File: src/pwst_pkg.sv
// Shared types and constants for the pulse-width serial transmitter.
// Used by pwst_core, pulse_width_serial_transmitter and the testbench; no dependencies.

package pwst_pkg;

	// Width of one timing register and of the phase timer
	localparam int unsigned TICK_W     = 16;
	// Width of the register index on the configuration channel
	localparam int unsigned CFG_IDX_W  = 8;
	// Width of the data byte carried on the input stream
	localparam int unsigned BYTE_W     = 8;
	// Default word length of a frame
	localparam int unsigned DATA_BITS_DEF = 8;

	// Reset values of the timing registers
	localparam logic [TICK_W-1:0] SPACE_RST = 16'd100;
	localparam logic [TICK_W-1:0] ZERO_RST  = 16'd50;
	localparam logic [TICK_W-1:0] ONE_RST   = 16'd150;
	localparam logic [TICK_W-1:0] STOP_RST  = 16'd200;

	// Configuration register indexes
	localparam logic [CFG_IDX_W-1:0] REG_SPACE = 8'd0;
	localparam logic [CFG_IDX_W-1:0] REG_ZERO  = 8'd1;
	localparam logic [CFG_IDX_W-1:0] REG_ONE   = 8'd2;
	localparam logic [CFG_IDX_W-1:0] REG_STOP  = 8'd3;

	// Input item kinds (carried on tuser)
	localparam logic CMD_TICK = 1'b0;
	localparam logic CMD_SEND = 1'b1;

	// Timing register set
	typedef struct packed {
		logic [TICK_W-1:0] space_ticks;
		logic [TICK_W-1:0] zero_ticks;
		logic [TICK_W-1:0] one_ticks;
		logic [TICK_W-1:0] stop_ticks;
	} pwst_cfg_t;

	// One result item
	typedef struct packed {
		logic frame_done;
		logic accepted;
		logic busy_res;
		logic line_low;
	} pwst_res_t;

endpackage

File: src/pwst_core.sv
// Frame sequencer of the pulse-width serial transmitter.
// Holds phase, timer, shift register and bit count; depends on pwst_pkg.

module pwst_core
	import pwst_pkg::*;
#(
	parameter int unsigned DATA_BITS = DATA_BITS_DEF
) (
	input  logic              clk,
	input  logic              arst_n,
	input  logic              step_en,   // input transaction taken this cycle
	input  logic              cmd,
	input  logic [BYTE_W-1:0] data,
	input  pwst_cfg_t         cfg,
	output pwst_res_t         res        // result of the item presented now
);

	localparam int unsigned BL_W = $clog2(DATA_BITS + 1);

	typedef enum logic [2:0] {
		PH_IDLE,
		PH_START_LOW,
		PH_START_HIGH,
		PH_BIT_LOW,
		PH_BIT_HIGH,
		PH_STOP
	} phase_t;

	phase_t                 phase_q, phase_n;
	logic [TICK_W-1:0]      timer_q, timer_n, timer_dec;
	logic [DATA_BITS-1:0]   shift_q, shift_n;
	logic [BL_W-1:0]        bits_q, bits_n;
	logic                   line_q, line_n;
	logic                   accepted, done;
	logic [DATA_BITS+BYTE_W-1:0] data_ext;

	// A zero-length phase still lasts one tick
	function automatic logic [TICK_W-1:0] load_ticks(input logic [TICK_W-1:0] t);
		load_ticks = (t == '0) ? TICK_W'(1) : t;
	endfunction

	assign data_ext  = {{DATA_BITS{1'b0}}, data};
	assign timer_dec = timer_q - TICK_W'(timer_q != '0);

	// Next state for one item
	always_comb begin
		phase_n  = phase_q;
		timer_n  = timer_q;
		shift_n  = shift_q;
		bits_n   = bits_q;
		line_n   = line_q;
		accepted = 1'b0;
		done     = 1'b0;
		if (cmd == CMD_SEND) begin
			if (phase_q == PH_IDLE) begin
				shift_n  = data_ext[DATA_BITS-1:0];
				bits_n   = BL_W'(DATA_BITS);
				phase_n  = PH_START_LOW;
				timer_n  = load_ticks(cfg.space_ticks);
				line_n   = 1'b1;
				accepted = 1'b1;
			end
		end else if (phase_q != PH_IDLE) begin
			timer_n = timer_dec;
			if (timer_dec == '0) begin
				unique case (phase_q)
					PH_START_LOW: begin
						phase_n = PH_START_HIGH;
						timer_n = load_ticks(cfg.space_ticks);
						line_n  = 1'b0;
					end
					PH_BIT_LOW: begin
						phase_n = PH_BIT_HIGH;
						timer_n = load_ticks(cfg.space_ticks);
						line_n  = 1'b0;
					end
					PH_START_HIGH, PH_BIT_HIGH: begin
						if (phase_q == PH_BIT_HIGH && bits_q == '0) begin
							phase_n = PH_STOP;
							timer_n = load_ticks(cfg.stop_ticks);
							line_n  = 1'b0;
						end else begin
							// next bit, MSB first
							shift_n = shift_q << 1;
							if (bits_q != '0)
								bits_n = bits_q - BL_W'(1);
							phase_n = PH_BIT_LOW;
							timer_n = load_ticks(shift_q[DATA_BITS-1] ?
								cfg.one_ticks : cfg.zero_ticks);
							line_n  = 1'b1;
						end
					end
					default: begin
						// end of stop period
						phase_n = PH_IDLE;
						timer_n = '0;
						line_n  = 1'b0;
						done    = 1'b1;
					end
				endcase
			end
		end
	end

	assign res.line_low   = line_n;
	assign res.busy_res   = (phase_n != PH_IDLE);
	assign res.accepted   = accepted;
	assign res.frame_done = done;

	// State and line level
	always_ff @(posedge clk or negedge arst_n) begin
		if (!arst_n) begin
			phase_q <= PH_IDLE;
			timer_q <= '0;
			shift_q <= '0;
			bits_q  <= '0;
			line_q  <= 1'b0;
		end else if (step_en) begin
			phase_q <= phase_n;
			timer_q <= timer_n;
			shift_q <= shift_n;
			bits_q  <= bits_n;
			line_q  <= line_n;
		end
	end

endmodule

File: src/pulse_width_serial_transmitter.sv
// Pulse-width serial transmitter: top level with timing registers and
// output skid stage. Depends on pwst_pkg and pwst_core.
//
// Usage:
//   s_axis: one transaction per item. tuser is the kind (0 = time tick,
//     1 = send the byte in tdata). A send while a frame runs is ignored
//     and answered with accepted = 0; it does not advance time.
//   m_axis: exactly one result per input item, in order. tdata bits from
//     bit 0: line_low, busy_res, accepted, frame_done.
//   cfg: register writes (0 space, 1 zero, 2 one, 3 stop ticks); always
//     ready, other indexes ignored. A new value applies at the next phase.
// Timing:
//   One item per clock while s_axis_tready is high. All per-item work
//   is one pass of the sequencer logic from the state registers to the
//   result register (or the skid register while the result is held).
// Reset: registers return to 100/50/150/200, the line is released and
//   the block is idle with no results pending.
// Stall: a two-entry output stage (result register plus skid register)
//   holds results; s_axis_tready drops only when both are full.

module pulse_width_serial_transmitter
	import pwst_pkg::*;
#(
	parameter int unsigned DATA_BITS = DATA_BITS_DEF
) (
	input  logic                 clk,
	input  logic                 arst_n,
	// input stream
	input  logic                 s_axis_tvalid,
	output logic                 s_axis_tready,
	input  logic [BYTE_W-1:0]    s_axis_tdata,   // [7:0] data
	input  logic                 s_axis_tuser,   // [0] cmd
	// result stream
	output logic                 m_axis_tvalid,
	input  logic                 m_axis_tready,
	output logic [7:0]           m_axis_tdata,   // [0] line_low, [1] busy_res,
	                                             // [2] accepted, [3] frame_done
	// configuration writes
	input  logic                 cfg_valid,
	output logic                 cfg_ready,
	input  logic [CFG_IDX_W-1:0] cfg_index,
	input  logic [TICK_W-1:0]    cfg_data
);

	pwst_cfg_t cfg_q;
	pwst_res_t res;
	pwst_res_t out_q, skid_q;
	logic      out_valid_q, skid_valid_q;
	logic      in_acc, out_pop;

	assign cfg_ready = 1'b1;

	// Timing registers
	always_ff @(posedge clk or negedge arst_n) begin
		if (!arst_n) begin
			cfg_q.space_ticks <= SPACE_RST;
			cfg_q.zero_ticks  <= ZERO_RST;
			cfg_q.one_ticks   <= ONE_RST;
			cfg_q.stop_ticks  <= STOP_RST;
		end else if (cfg_valid && cfg_ready) begin
			unique case (cfg_index)
				REG_SPACE: cfg_q.space_ticks <= cfg_data;
				REG_ZERO:  cfg_q.zero_ticks  <= cfg_data;
				REG_ONE:   cfg_q.one_ticks   <= cfg_data;
				REG_STOP:  cfg_q.stop_ticks  <= cfg_data;
				default: ;
			endcase
		end
	end

	assign s_axis_tready = !skid_valid_q;
	assign in_acc        = s_axis_tvalid && s_axis_tready;
	assign out_pop       = out_valid_q && m_axis_tready;

	pwst_core #(
		.DATA_BITS(DATA_BITS)
	) u_core (
		.clk    (clk),
		.arst_n (arst_n),
		.step_en(in_acc),
		.cmd    (s_axis_tuser),
		.data   (s_axis_tdata),
		.cfg    (cfg_q),
		.res    (res)
	);

	// Result register with skid stage
	always_ff @(posedge clk or negedge arst_n) begin
		if (!arst_n) begin
			out_valid_q  <= 1'b0;
			skid_valid_q <= 1'b0;
			out_q        <= '0;
			skid_q       <= '0;
		end else if (out_pop || !out_valid_q) begin
			if (skid_valid_q) begin
				out_q        <= skid_q;
				out_valid_q  <= 1'b1;
				skid_valid_q <= 1'b0;
			end else begin
				out_q       <= res;
				out_valid_q <= in_acc;
			end
		end else if (in_acc) begin
			skid_q       <= res;
			skid_valid_q <= 1'b1;
		end
	end

	assign m_axis_tvalid = out_valid_q;
	assign m_axis_tdata  = {4'b0000, out_q.frame_done, out_q.accepted,
		out_q.busy_res, out_q.line_low};

`ifndef SYNTH
	// A skid entry only exists behind a held result
	a_skid_behind_out: assert property (@(posedge clk) disable iff (!arst_n)
		skid_valid_q |-> out_valid_q)
		else $error("skid entry without result");

	// A started frame is in progress
	a_accept_busy: assert property (@(posedge clk) disable iff (!arst_n)
		(out_valid_q && out_q.accepted) |-> (out_q.busy_res && out_q.line_low))
		else $error("accepted send without busy low line");

	// Frame end leaves the block idle with the line released
	a_done_idle: assert property (@(posedge clk) disable iff (!arst_n)
		(out_valid_q && out_q.frame_done) |-> (!out_q.busy_res && !out_q.line_low))
		else $error("frame end while busy");

	// The line is never driven while idle
	a_idle_released: assert property (@(posedge clk) disable iff (!arst_n)
		(out_valid_q && !out_q.busy_res) |-> !out_q.line_low)
		else $error("line low while idle");
`endif

endmodule

File: config.mk
export PLATFORM = sky130hd
export DESIGN_NAME = pulse_width_serial_transmitter
export DESIGN_NICKNAME = d
export VERILOG_FILES = /design/src/pwst_pkg.sv /design/src/pwst_core.sv /design/src/pulse_width_serial_transmitter.sv
export SDC_FILE = /design/constraint.sdc
export NUM_CORES = 1
export LEC_CHECK = 0
export BUFFER_PORTS_ARGS = -buffer_cell sky130_fd_sc_hd__clkbuf_2
export CORE_ASPECT_RATIO = 1.1
export CORE_MARGIN = 2
export CORE_UTILIZATION = 45
export CTS_CLUSTER_SIZE = 28
export DETAILED_ROUTE_END_ITERATION = 8
export PLACE_DENSITY_LB_ADDON = 0.15
export SYNTH_ARGS = -nofsm -noshare
export SYNTH_HDL_FRONTEND = slang
export SYNTH_SLANG_ARGS = --single-unit
export TNS_END_PERCENT = 20
File: constraint.sdc
create_clock -name clk -period 4 [get_ports clk]
set_clock_uncertainty 0.05 [all_clocks]
set_input_delay 0.6 -clock clk [delete_from_list [all_inputs] [get_ports clk]]
set_output_delay 0.6 -clock clk [all_outputs]
set_load 0.02 [all_outputs]
==> results of run 1 <==
## area by class of cell
cell class                 count  area (sq um)
clock buffer                   9           225
inverter                       7          26.3
clock inverter                 7          73.8
sequential                   106          2670
tap                          161           201
timing repair buffer          72           435
multi-input combinational    424          3150
fill                        1200          6370
## stage by stage
stage	area (sq um)	utilization	cells	power [W]
detailed placement	6450	0.491	769	0.00199
floorplan	6050	-	582	0.00176
global route	6780	0.516	786	0.00304
finish	6780	0.516	786	0.00289
CTS	6750	0.513	785	0.00289
global placement	6450	0.491	769	0.00198
## kinds of logic after synthesis
logic type               Yosys count  synth area share
AO/OA/AOI/OAI                    132             0.157
XOR/XNOR                          11            0.0160
adder cells (fa/ha/maj)            4           0.00829
buffers and inverters             52            0.0423
flip-flops                       106             0.442
multiplexers                      90             0.163
other                              2           0.00124
AND/OR/NAND/NOR                  182             0.170
## flip-flops by register name, summed over array words and instances, names as in the netlist
name / count
skid_q: 4
m_axis_tvalid: 1
u_core.timer_q: 16
u_core.bits_q: 4
u_core.phase_q: 3
u_core.line_q: 1
u_core.shift_q: 8
skid_valid_q: 1
cfg_q: 64
m_axis_tdata: 4
## cell usage after synthesis, types with 5 or more instances
cell	n	area share
mux2i_1	23	0.038
nand2_1	37	0.023
buf_4	6	0.0075
inv_1	6	0.0037
nor4_1	15	0.016
nand3_1	6	0.0050
and2_1	14	0.015
o211ai_1	7	0.0087
a31oi_1	6	0.0062
a22oi_1	10	0.012
mux2_2	67	0.12
dfrtp_1	93	0.39
nand4_1	10	0.010
o22ai_1	7	0.0073
buf_2	5	0.0041
nor2_1	34	0.021
nor4b_1	5	0.0073
nand2b_1	7	0.0073
clkbuf_1	28	0.017
a221o_1	6	0.010
xor2_1	8	0.012
a21oi_1	11	0.0091
or4_1	10	0.012
nor3_1	12	0.010
o21ai_0	35	0.029
o31ai_1	13	0.016
dfstp_2	13	0.057
## repair_timing
action / 4_1_cts / 5_1_grt
buffers inserted: 0 / 1
setup endpoints to repair: 0 / 23
gates resized for setup: 0 / 4
hold buffers: 0 / 0
## how the worst max path moves through the flow
stage	startpoint	end	slack, ns	cells past startpoint
3_3_place_gp	u_core.timer_q[13]$_DFFE_PN0P_	u_core.timer_q[9]$_DFFE_PN0P_	0.24	13
2_1_floorplan	u_core.timer_q[12]$_DFFE_PN0P_	u_core.timer_q[15]$_DFFE_PN0P_	0.28	15
3_5_place_dp	u_core.timer_q[13]$_DFFE_PN0P_	u_core.timer_q[9]$_DFFE_PN0P_	0.14	13
6_report	u_core.timer_q[13]$_DFFE_PN0P_	u_core.shift_q[0]$_DFFE_PN0P_	0.20	12
4_1_cts	u_core.timer_q[13]$_DFFE_PN0P_	u_core.timer_q[9]$_DFFE_PN0P_	0.13	13
5_1_grt	u_core.timer_q[13]$_DFFE_PN0P_	u_core.timer_q[9]$_DFFE_PN0P_	0.003	12
## where the power goes
group          total (W)  internal, W  leakage [nW]  switching [W]
clock network   0.000907     0.000490         0.147       0.000417
logic           0.000712     0.000304          1.67       0.000408
registers        0.00127      0.00117          1.34      0.0000962
total            0.00289      0.00197          3.16       0.000921
## layer usage
| layer | track usage | vias to the layer above | share of wire |
|---|---|---|---|
| li1 | - | 2254 | - |
| met1 | 0.322 | 2378 | 0.44 |
| met2 | 0.372 | 165 | 0.49 |
| met3 | 0.0325 | 28 | 0.050 |
| met4 | 0.0861 | 0 | 0.019 |
| met5 | 0 | - | 0 |
==> impl_metrics.py, run 1 <==
metrics = {
    "outcome": {
        "status": "finished clean",
    },
    "critical_path": {
        "end_kind": "flop",
        "crit_top_cell": "nand4_1",
        "crit_path_cell_trace": "or4_1 > nor4_1 > nand4_1 > ha_1 > ha_2 > nand3b_1 > a211o_1 > a211oi_4 > nand4_1 > buf_4 > a21o_1 > a22o_1",
        "reg2reg_slack_ns": 0.20,
        "path_buf_inv": 1,
        "crit_required_ns": 4.20,
        "crit_slowest_cell": "or4_1",
        "critPathMaxStageDelay_ns": 0.54,
        "r2r-start": "u_core.timer_q[13]$_DFFE_PN0P_",
        "rr_worst_depth": 12,
        "timing.rr.end": "u_core.shift_q[0]$_DFFE_PN0P_",
        "start_kind": "flop",
        "worst-setup-path-type": "flop to flop",
        "critPathTopFamily": "simple AND/OR/NAND/NOR gates",
        "crit_fanout": 10,
        "cp.arrival_ns": 4.00,
    },
    "clock_tree": {
        "clk_pin_slew_ns": 0.08,
        "cts_root_buf": "clkbuf_16",
        "cts-htree-levels": 3,
        "cts_made_buffers": 9,
        "cts_num_sinks": 106,
        "ctsLongestPathBuffers": 2,
        "cts_tree": "yes",
        "worstSkewPairLatency_ns": 0.36,
    },
    "placement": {
        "numPortBuffers": 43,
        "pre_cts_ws_ns": 0.144,
        "dp_hpwl_um": 11800,
        "gp_congestion": 0.980,
    },
    "floorplan": {
        "die_width_um": 114,
        "ios": 49,
        "die_h_um": 125,
        "rows": 44,
        "core_sq_um": 13200,
        "start_util": 0.459,
        "design.die.area_sq_um": 14400,
    },
    "timing": {
        "fmax_ghz": 0.263,
        "fin_crit_ns": 3.80,
        "finalCritPeriodShare": 0.951,
        "finalSetupViolations": 0,
        "finalSetupTns_ns": 0,
        "maxSlewHeadroom": 0.274,
        "fin_hold_ws_ns": 0.393,
        "slew_viol_final": 0,
        "finalHoldViolCount": 0,
        "tightest_slew_ns": 1.09,
        "rsz0062_at_grt": "no",
        "worst_slack_ns": 0.196,
    },
    "drt": {
        "viasPerCell": 6.14,
        "avgRoutedWirePerCell_um": 20.2,
        "ant_nets": 0,
        "dr_total_vias": 4825,
        "drc": 0,
        "finalWirelength_um": 15900,
        "drt_iter0_markers": 262,
        "firstDrtPassIters": 5,
    },
    "synthesis": {
        "async_reset_ff_frac": 1.00,
        "ys_warn_count": 0,
        "ys_seq_area_frac": 0.442,
        "synthCells": 579,
        "synth_flop_cell": "dfrtp_1",
        "postSynthAreaPerCell_sq_um": 10.4,
        "synthesis.area_sq_um": 6040,
        "ys_seq_elements": 106,
        "yosysUniqueCellTypes": 74,
        "synth_edf_count": 0,
    },
    "power": {
        "vdd_drop_max_v": 0.000230,
        "p_leak_nw": 3.16,
        "cellPowerDensity_nw_per_um2": 426,
    },
    "global_route": {
        "gr-total-overflow": 0,
        "grt_max_degree": 89,
        "antenna_found_initial": 0,
        "grt_pass1_vias": 4795,
        "grt_usage": 0.233,
        "grt_first_pass_wirelength_um": 25900,
    },
    "final_layout": {
        "antennaDiodeCount": 0,
        "drive_gt1_frac": 0.304,
        "final_nets": 662,
        "mostFrequentLayoutCells": "dfrtp_1, mux2_2, clkbuf_2",
        "area_growth_pct": 12.4,
        "final_common_cell": "dfrtp_1",
    },
    "hold_path": {
        "min_path_type": "input port to async pin",
    },
    "job": {
        "drv_cap": 0,
    },
}
Note: power is estimated with default switching activity, not from simulation.
==> run 2, diff against run 1 <==
ABC_AREA = 1   (was default)
==> run 2 against run 1 <==
Net effect:
- total power grew 22%
- core utilization shrank 0.75 points
- die area shrank 4.5%
- synthesized cell count grew 30%
- final area shrank 6.1%
- combinational power grew 67%
- area after synthesis shrank 4.7%
- via count grew 3.9%
- largest cell class is now registers
==> impl_metrics.py, run 2 <==
metrics = {
    "synthesis": {
        "synth_common_cells": "nand2_1, o21ai_0, dfrtp_1",
        "ys_warn_count": 0,
        "synthCells": 754,
        "yosys.area.top_type": "dfrtp_1",
        "synthesis.area_sq_um": 5750,
        "async_reset_ff_frac": 1.00,
        "synth_flop_cell": "dfrtp_1",
        "synth_top_family_by_area": "simple AND/OR/NAND/NOR gates",
        "synth_area_leaders": "dfrtp_1, nand2_1, o21ai_0, dfstp_2, inv_1",
        "synth_xor_area_frac": 0.00609,
        "synthAdderAreaFrac": 0.00870,
        "synth_top_cell_area_share": 0.405,
        "ys_seq_elements": 106,
        "yosysMostFrequentCell": "nand2_1",
        "postSynthAreaPerCell_sq_um": 7.63,
        "synthSimpleGateAreaFrac": 0.254,
        "synth_edf_count": 0,
        "synth_compound_gate_area_share": 0.173,
        "yosysUniqueCellTypes": 43,
        "synthMuxAreaShare": 0.0139,
        "ys_seq_area_frac": 0.464,
    },
    "outcome": {
        "status": "finished clean",
    },
    "placement": {
        "dp_hpwl_um": 10500,
        "place_area_sq_um": 6060,
        "gp_congestion": 0.944,
        "numPortBuffers": 43,
    },
    "drt": {
        "drt_iter0_markers": 293,
        "avgRoutedWirePerCell_um": 14.8,
        "finalWirelength_um": 14000,
        "ant_nets": 0,
        "viasPerCell": 5.30,
        "firstDrtPassIters": 5,
        "drc": 0,
        "dr_total_vias": 5011,
    },
    "global_route": {
        "grt_usage": 0.215,
        "gr-total-overflow": 0,
        "antenna_found_initial": 0,
        "grt_pass1_vias": 4615,
        "grt_max_degree": 46,
        "grt_first_pass_wirelength_um": 23400,
    },
    "critical_path": {
        "worst-setup-path-type": "flop to flop",
        "crit_start": "u_core.timer_q[6]$_DFFE_PN0P_",
        "crit_fanout": 22,
        "r2r-start": "u_core.timer_q[6]$_DFFE_PN0P_",
        "start_kind": "flop",
        "rr_worst_depth": 20,
        "timing.rr.end": "u_core.bits_q[3]$_DFFE_PN0P_",
        "crit_required_ns": 4.23,
        "endpoint": "u_core.bits_q[3]$_DFFE_PN0P_",
        "cp.arrival_ns": 3.59,
        "end_kind": "flop",
        "reg2reg_slack_ns": 0.64,
    },
    "clock_tree": {
        "post_cts.repair.setup_buffers": 0,
        "ctsLongestPathBuffers": 2,
        "cts_tree": "yes",
        "cts-htree-levels": 3,
        "clk_pin_slew_ns": 0.07,
        "cts_made_buffers": 9,
        "postCtsHoldBufs": 0,
        "cts_num_sinks": 106,
        "worstSkewPairLatency_ns": 0.35,
        "cts_root_buf": "clkbuf_16",
        "post_cts_resized": 0,
    },
    "timing": {
        "finalCritPeriodShare": 0.840,
        "maxSlewHeadroom": 0.379,
        "fmax_ghz": 0.297,
        "slew_viol_final": 0,
        "finalSetupViolations": 0,
        "fin_crit_ns": 3.36,
        "finalSetupTns_ns": 0,
        "finalHoldViolCount": 0,
        "fin_hold_ws_ns": 0.192,
        "rsz0062_at_grt": "no",
        "tightest_slew_ns": 0.930,
    },
    "final_layout": {
        "final_cell_area_sq_um": 6370,
        "antennaDiodeCount": 0,
        "largest_register_ff_count": 64,
        "area_growth_pct": 10.7,
        "final_util": 0.508,
        "mostFrequentLayoutCells": "nand2_1, o21ai_0, dfrtp_1",
        "top_register": "cfg_q",
        "final_nets": 826,
        "drive_gt1_frac": 0.129,
        "reg_top3": "cfg_q x64, u_core.timer_q x16, u_core.shift_q x8",
        "final_common_cell": "nand2_1",
    },
    "floorplan": {
        "start_util": 0.459,
        "design.die.area_sq_um": 13700,
        "die_width_um": 112,
        "die_h_um": 123,
        "ios": 49,
        "core_sq_um": 12500,
        "rows": 43,
    },
    "power": {
        "vdd_drop_max_v": 0.000265,
        "cellPowerDensity_nw_per_um2": 552,
        "p_leak_nw": 3.07,
    },
    "job": {
        "drv_cap": 0,
    },
    "hold_path": {
        "min_path_type": "input port to async pin",
    },
}
[run 2: changes by cell type in the layout (fill, tap and decap cells not counted), moves of 9 or more]
cell,change
mux2_2,-67
buf_4,-22
o211ai_1,+9
mux2i_1,-15
nor2_1,+17
nand3_1,+22
and2_1,-14
o21ai_1,+11
or4_1,-9
inv_1,+64
nand2_1,+180
o21ai_0,+74
o31ai_1,-12
[run 2: layout make-up]
cell class	instances	area, sq um
Inverter	77	289
Timing Repair Buffer	50	270
Tap cell	157	196
Fill cell	1248	6170
Multi-Input combinational cell	540	2640
Clock inverter	6	65.1
Sequential cell	106	2670
Clock buffer	10	239
[run 2: layer usage]
| metal | vias to the layer above | track usage | wire (um) |
|---|---|---|---|
| met3 | 15 | 0.0286 | 623 |
| met1 | 2353 | 0.312 | 6770 |
| met4 | 0 | 0.0702 | 222 |
| met2 | 111 | 0.336 | 6390 |
| met5 | - | 0 | 0 |
| li1 | 2532 | - | - |
[run 2: stage by stage]
| stage | std cells | setup WS [ns] | power (W) |
|---|---|---|---|
| 6_report | 946 | 0.638 | 0.00351 |
| 5_1_grt | 946 | 0.203 | 0.00378 |
| 3_5_place_dp | 930 | 0.646 | 0.00262 |
| 2_1_floorplan | 757 | 1.17 | 0.00230 |
| 3_3_place_gp | 930 | 0.753 | 0.00260 |
| 4_1_cts | 946 | 0.619 | 0.00354 |
[run 2: logic make-up after synthesis]
kind of cell	count (synthesis)
simple gates	341
compound gates	178
buf+inv	111
flops	106
mux	8
fa+ha+maj	4
xor+xnor	4
other cells	2
[run 2: power by group]
group	internal [W]	switching [W]	leakage, nW
logic	0.000409	0.000784	1.57
clock network	0.000504	0.000401	0.149
registers	0.00127	0.000144	1.36
[run 2: worst min-delay path by stage]
stage / startpoint / to / slack (ns)
after floorplan: arst_n / cfg_q[0]$_DFFE_PN0P_ / 0.25
after global placement: skid_q[2]$_DFFE_PN0P_ / skid_q[2]$_DFFE_PN0P_ / 0.41
after detailed placement: m_axis_tdata[3]$_DFFE_PN0N_ / m_axis_tdata[3]$_DFFE_PN0N_ / 0.42
after CTS: arst_n / u_core.timer_q[15]$_DFFE_PN0P_ / 0.22
after global routing: arst_n / u_core.timer_q[3]$_DFFE_PN0P_ / 0.25
final: arst_n / u_core.timer_q[15]$_DFFE_PN0P_ / 0.19
[run 2: worst max-delay path, stage by stage (launching register included)]
cell,delay (ns)
dfrtp_1,0.42
nor2_2,0.16
nand2_1,0.08
nor2_1,0.22
nand3_1,0.12
ha_1,0.26
ha_1,0.25
xnor2_1,0.21
nand2_1,0.07
nor2_1,0.11
nand2_1,0.08
nor2_1,0.09
nand2_1,0.09
nor2_4,0.15
nand2_4,0.17
inv_2,0.12
nand3_2,0.08
o21ai_4,0.20
o21a_4,0.23
nand2_1,0.05
o21ai_1,0.07
==> run 3, diff against run 2 <==
ABC_AREA = 0   (was 1)
clock period = 3.35 ns   (was 4 ns; I/O delays follow)
==> run 3 against run 2 <==
Net effect:
- the run now ends with negative setup slack left
- via count up 2.0%
- count of clock-buffer cells in the layout is the same
- critical path type unchanged
- highest routed layer unchanged
- die area rose by 4.8%
- critical path depth down 7
- first-iteration DRC count up 35%
- sequential power increased by 6%
- non-clock buffer count is 66 higher
==> impl_metrics.py, run 3 (synthesis gave the netlist of run 1 again) <==
metrics = {
    "outcome": {
        "status": "complete, but fails checks",
        "violations": "negative setup slack",
    },
    "critical_path": {
        "crit_top_cell": "nand4_1",
        "worst-setup-path-type": "flop to flop",
        "end_kind": "flop",
        "crit_required_ns": 3.57,
        "crit_path_cell_trace": "or4_1 > nor4_1 > nand4_1 > ha_4 > ha_4 > and2b_2 > nand4_1 > xor2_1 > and3b_2 > nand4_1 > buf_6 > or4_1 > o211ai_1",
        "timing.rr.end": "u_core.bits_q[1]$_DFFE_PN0P_",
        "critPathMaxStageDelay_ns": 0.52,
        "start_kind": "flop",
        "reg2reg_slack_ns": -0.13,
        "rr_worst_depth": 13,
        "cp.arrival_ns": 3.70,
        "crit_fanout": 7,
        "r2r-start": "u_core.timer_q[13]$_DFFE_PN0P_",
        "crit_slowest_cell": "or4_1",
    },
    "power": {
        "combPwrFrac": 0.288,
        "seqPwrFrac": 0.398,
        "power_switching_share": 0.309,
        "p_leak_nw": 3.43,
        "switchingPower_w": 0.00116,
        "vdd_drop_max_v": 0.000274,
        "p_int_w": 0.00260,
        "cellPowerDensity_nw_per_um2": 515,
        "pwr-share-clk": 0.315,
    },
    "timing": {
        "finalSetupViolations": 31,
        "fin_crit_ns": 3.48,
        "rsz0062_at_grt": "yes",
        "finalHoldViolCount": 0,
        "finalCritPeriodShare": 1.04,
        "fmax_ghz": 0.287,
        "slew_viol_final": 0,
        "worst_slack_ns": -0.133,
        "maxSlewHeadroom": 0.481,
        "tightest_slew_ns": 0.778,
    },
    "floorplan": {
        "core_sq_um": 13200,
        "ios": 49,
        "rows": 44,
        "design.die.area_sq_um": 14400,
        "die_width_um": 114,
        "start_util": 0.459,
        "die_h_um": 125,
    },
    "drt": {
        "ant_nets": 0,
        "dr_total_vias": 5113,
        "drt_iter0_markers": 397,
        "drc": 0,
        "firstDrtPassIters": 5,
        "finalWirelength_um": 16700,
        "viasPerCell": 6.15,
        "avgRoutedWirePerCell_um": 20.1,
    },
    "final_layout": {
        "drive_gt1_frac": 0.381,
        "reg_top3": "cfg_q x64, u_core.timer_q x16, u_core.shift_q x8",
        "final_common_cell": "dfrtp_1",
        "top_register": "cfg_q",
        "area_growth_pct": 21.2,
        "final_util": 0.556,
        "mostFrequentLayoutCells": "dfrtp_1, buf_4, mux2_2",
        "largest_register_ff_count": 64,
        "final_cell_area_sq_um": 7320,
        "final_nets": 706,
    },
    "job": {
        "drv_cap": 0,
    },
    "hold_path": {
        "min_path_type": "input port to async pin",
    },
    "global_route": {
        "grt_first_pass_wirelength_um": 26700,
        "gr-total-overflow": 0,
        "antenna_found_initial": 1,
        "grt_pass1_vias": 5003,
        "grt_usage": 0.238,
        "grt_max_degree": 63,
    },
    "clock_tree": {
        "clk_pin_slew_ns": 0.08,
        "worstSkewPairLatency_ns": 0.35,
        "cts_num_sinks": 106,
        "cts-htree-levels": 3,
        "cts_tree": "yes",
        "ctsLongestPathBuffers": 2,
        "cts_made_buffers": 9,
        "cts_root_buf": "clkbuf_16",
    },
    "placement": {
        "dp_hpwl_um": 12400,
        "numPortBuffers": 43,
        "gp_congestion": 0.939,
        "place_area_sq_um": 6830,
    },
}
run 3: cell count changes in the layout (fill, tap and decap cells not counted), sizes merged, moves of 10 or more:
| cell | change |
|---|---|
| mux2 | +67 |
| nand3 | -23 |
| o21ai | -86 |
| inv | -68 |
| or4 | +10 |
| mux2i | +15 |
| nor2 | -25 |
| nand2 | -183 |
| and2 | +15 |
| buf | +66 |
| o31ai | +12 |
run 3: what timing repair did:
item                       4_1_cts  5_1_grt
gates resized for setup         16       12
hold buffers                     0        0
pin swaps                       16        8
gates cloned                     1        0
setup endpoints to repair       36       38
setup buffers                    3        1
run 3: final cells by class:
class	count	area, sq um
inverter	7	26.3
fill	1178	5840
timing repair buffer	116	796
multi-input combinational	424	3290
clock inverter	6	96.3
sequential	106	2670
clock buffer	10	239
antenna	1	2.50
tap	161	201
run 3: worst max-delay path by stage:
stage	start	to	slack, ns	cells past startpoint
4_1_cts	u_core.timer_q[13]$_DFFE_PN0P_	u_core.timer_q[9]$_DFFE_PN0P_	-0.16	13
3_5_place_dp	u_core.timer_q[13]$_DFFE_PN0P_	u_core.shift_q[0]$_DFFE_PN0P_	-0.25	13
5_1_grt	u_core.timer_q[13]$_DFFE_PN0P_	m_axis_tdata[3]$_DFFE_PN0N_	-0.27	12
6_report	u_core.timer_q[13]$_DFFE_PN0P_	u_core.bits_q[1]$_DFFE_PN0P_	-0.13	13
2_1_floorplan	u_core.timer_q[12]$_DFFE_PN0P_	u_core.timer_q[15]$_DFFE_PN0P_	-0.20	15
3_3_place_gp	u_core.timer_q[13]$_DFFE_PN0P_	m_axis_tdata[3]$_DFFE_PN0N_	-0.20	12
run 3: power groups by stage:
stage | Combinational, W | Sequential [W] | Clock (W)
2_1_floorplan | 0.000637 | 0.00150 | 0
3_3_place_gp | 0.000996 | 0.00151 | 0
3_5_place_dp | 0.00101 | 0.00152 | 0
4_1_cts | 0.00105 | 0.00149 | 0.00120
5_1_grt | 0.00117 | 0.00151 | 0.00125
6_report | 0.00108 | 0.00150 | 0.00119
run 3: stage by stage:
step / cells / power, W / worst slack (ns) / hold slack (ns) / TNS (ns)
floorplan: 582 / 0.00214 / -0.199 / 0.157 / -2.00
global placement: 809 / 0.00251 / -0.204 / 0.408 / -3.52
detailed placement: 809 / 0.00253 / -0.245 / 0.416 / -4.66
CTS: 829 / 0.00375 / -0.156 / 0.205 / -1.37
global route: 830 / 0.00394 / -0.271 / 0.243 / -6.95
finish: 831 / 0.00377 / -0.133 / 0.176 / -1.91
run 3: routing by layer:
metal  vias up  part of all wire  GRT usage
met4         0             0.025     0.0796
li1       2365                 -          -
met3        38             0.042     0.0242
met5         -                 0          0
met2       142              0.50      0.402
met1      2568              0.43      0.319
run 3: critical path: cells and delay by family, from the launching register on:
family,cells,cell delay [ns]
adder cells (fa/ha/maj),2,0.42
AND/OR/NAND/NOR,8,2.10
flip-flops,1,0.38
buffers and inverters,1,0.15
XOR/XNOR,1,0.21
AO/OA/AOI/OAI,1,0.09
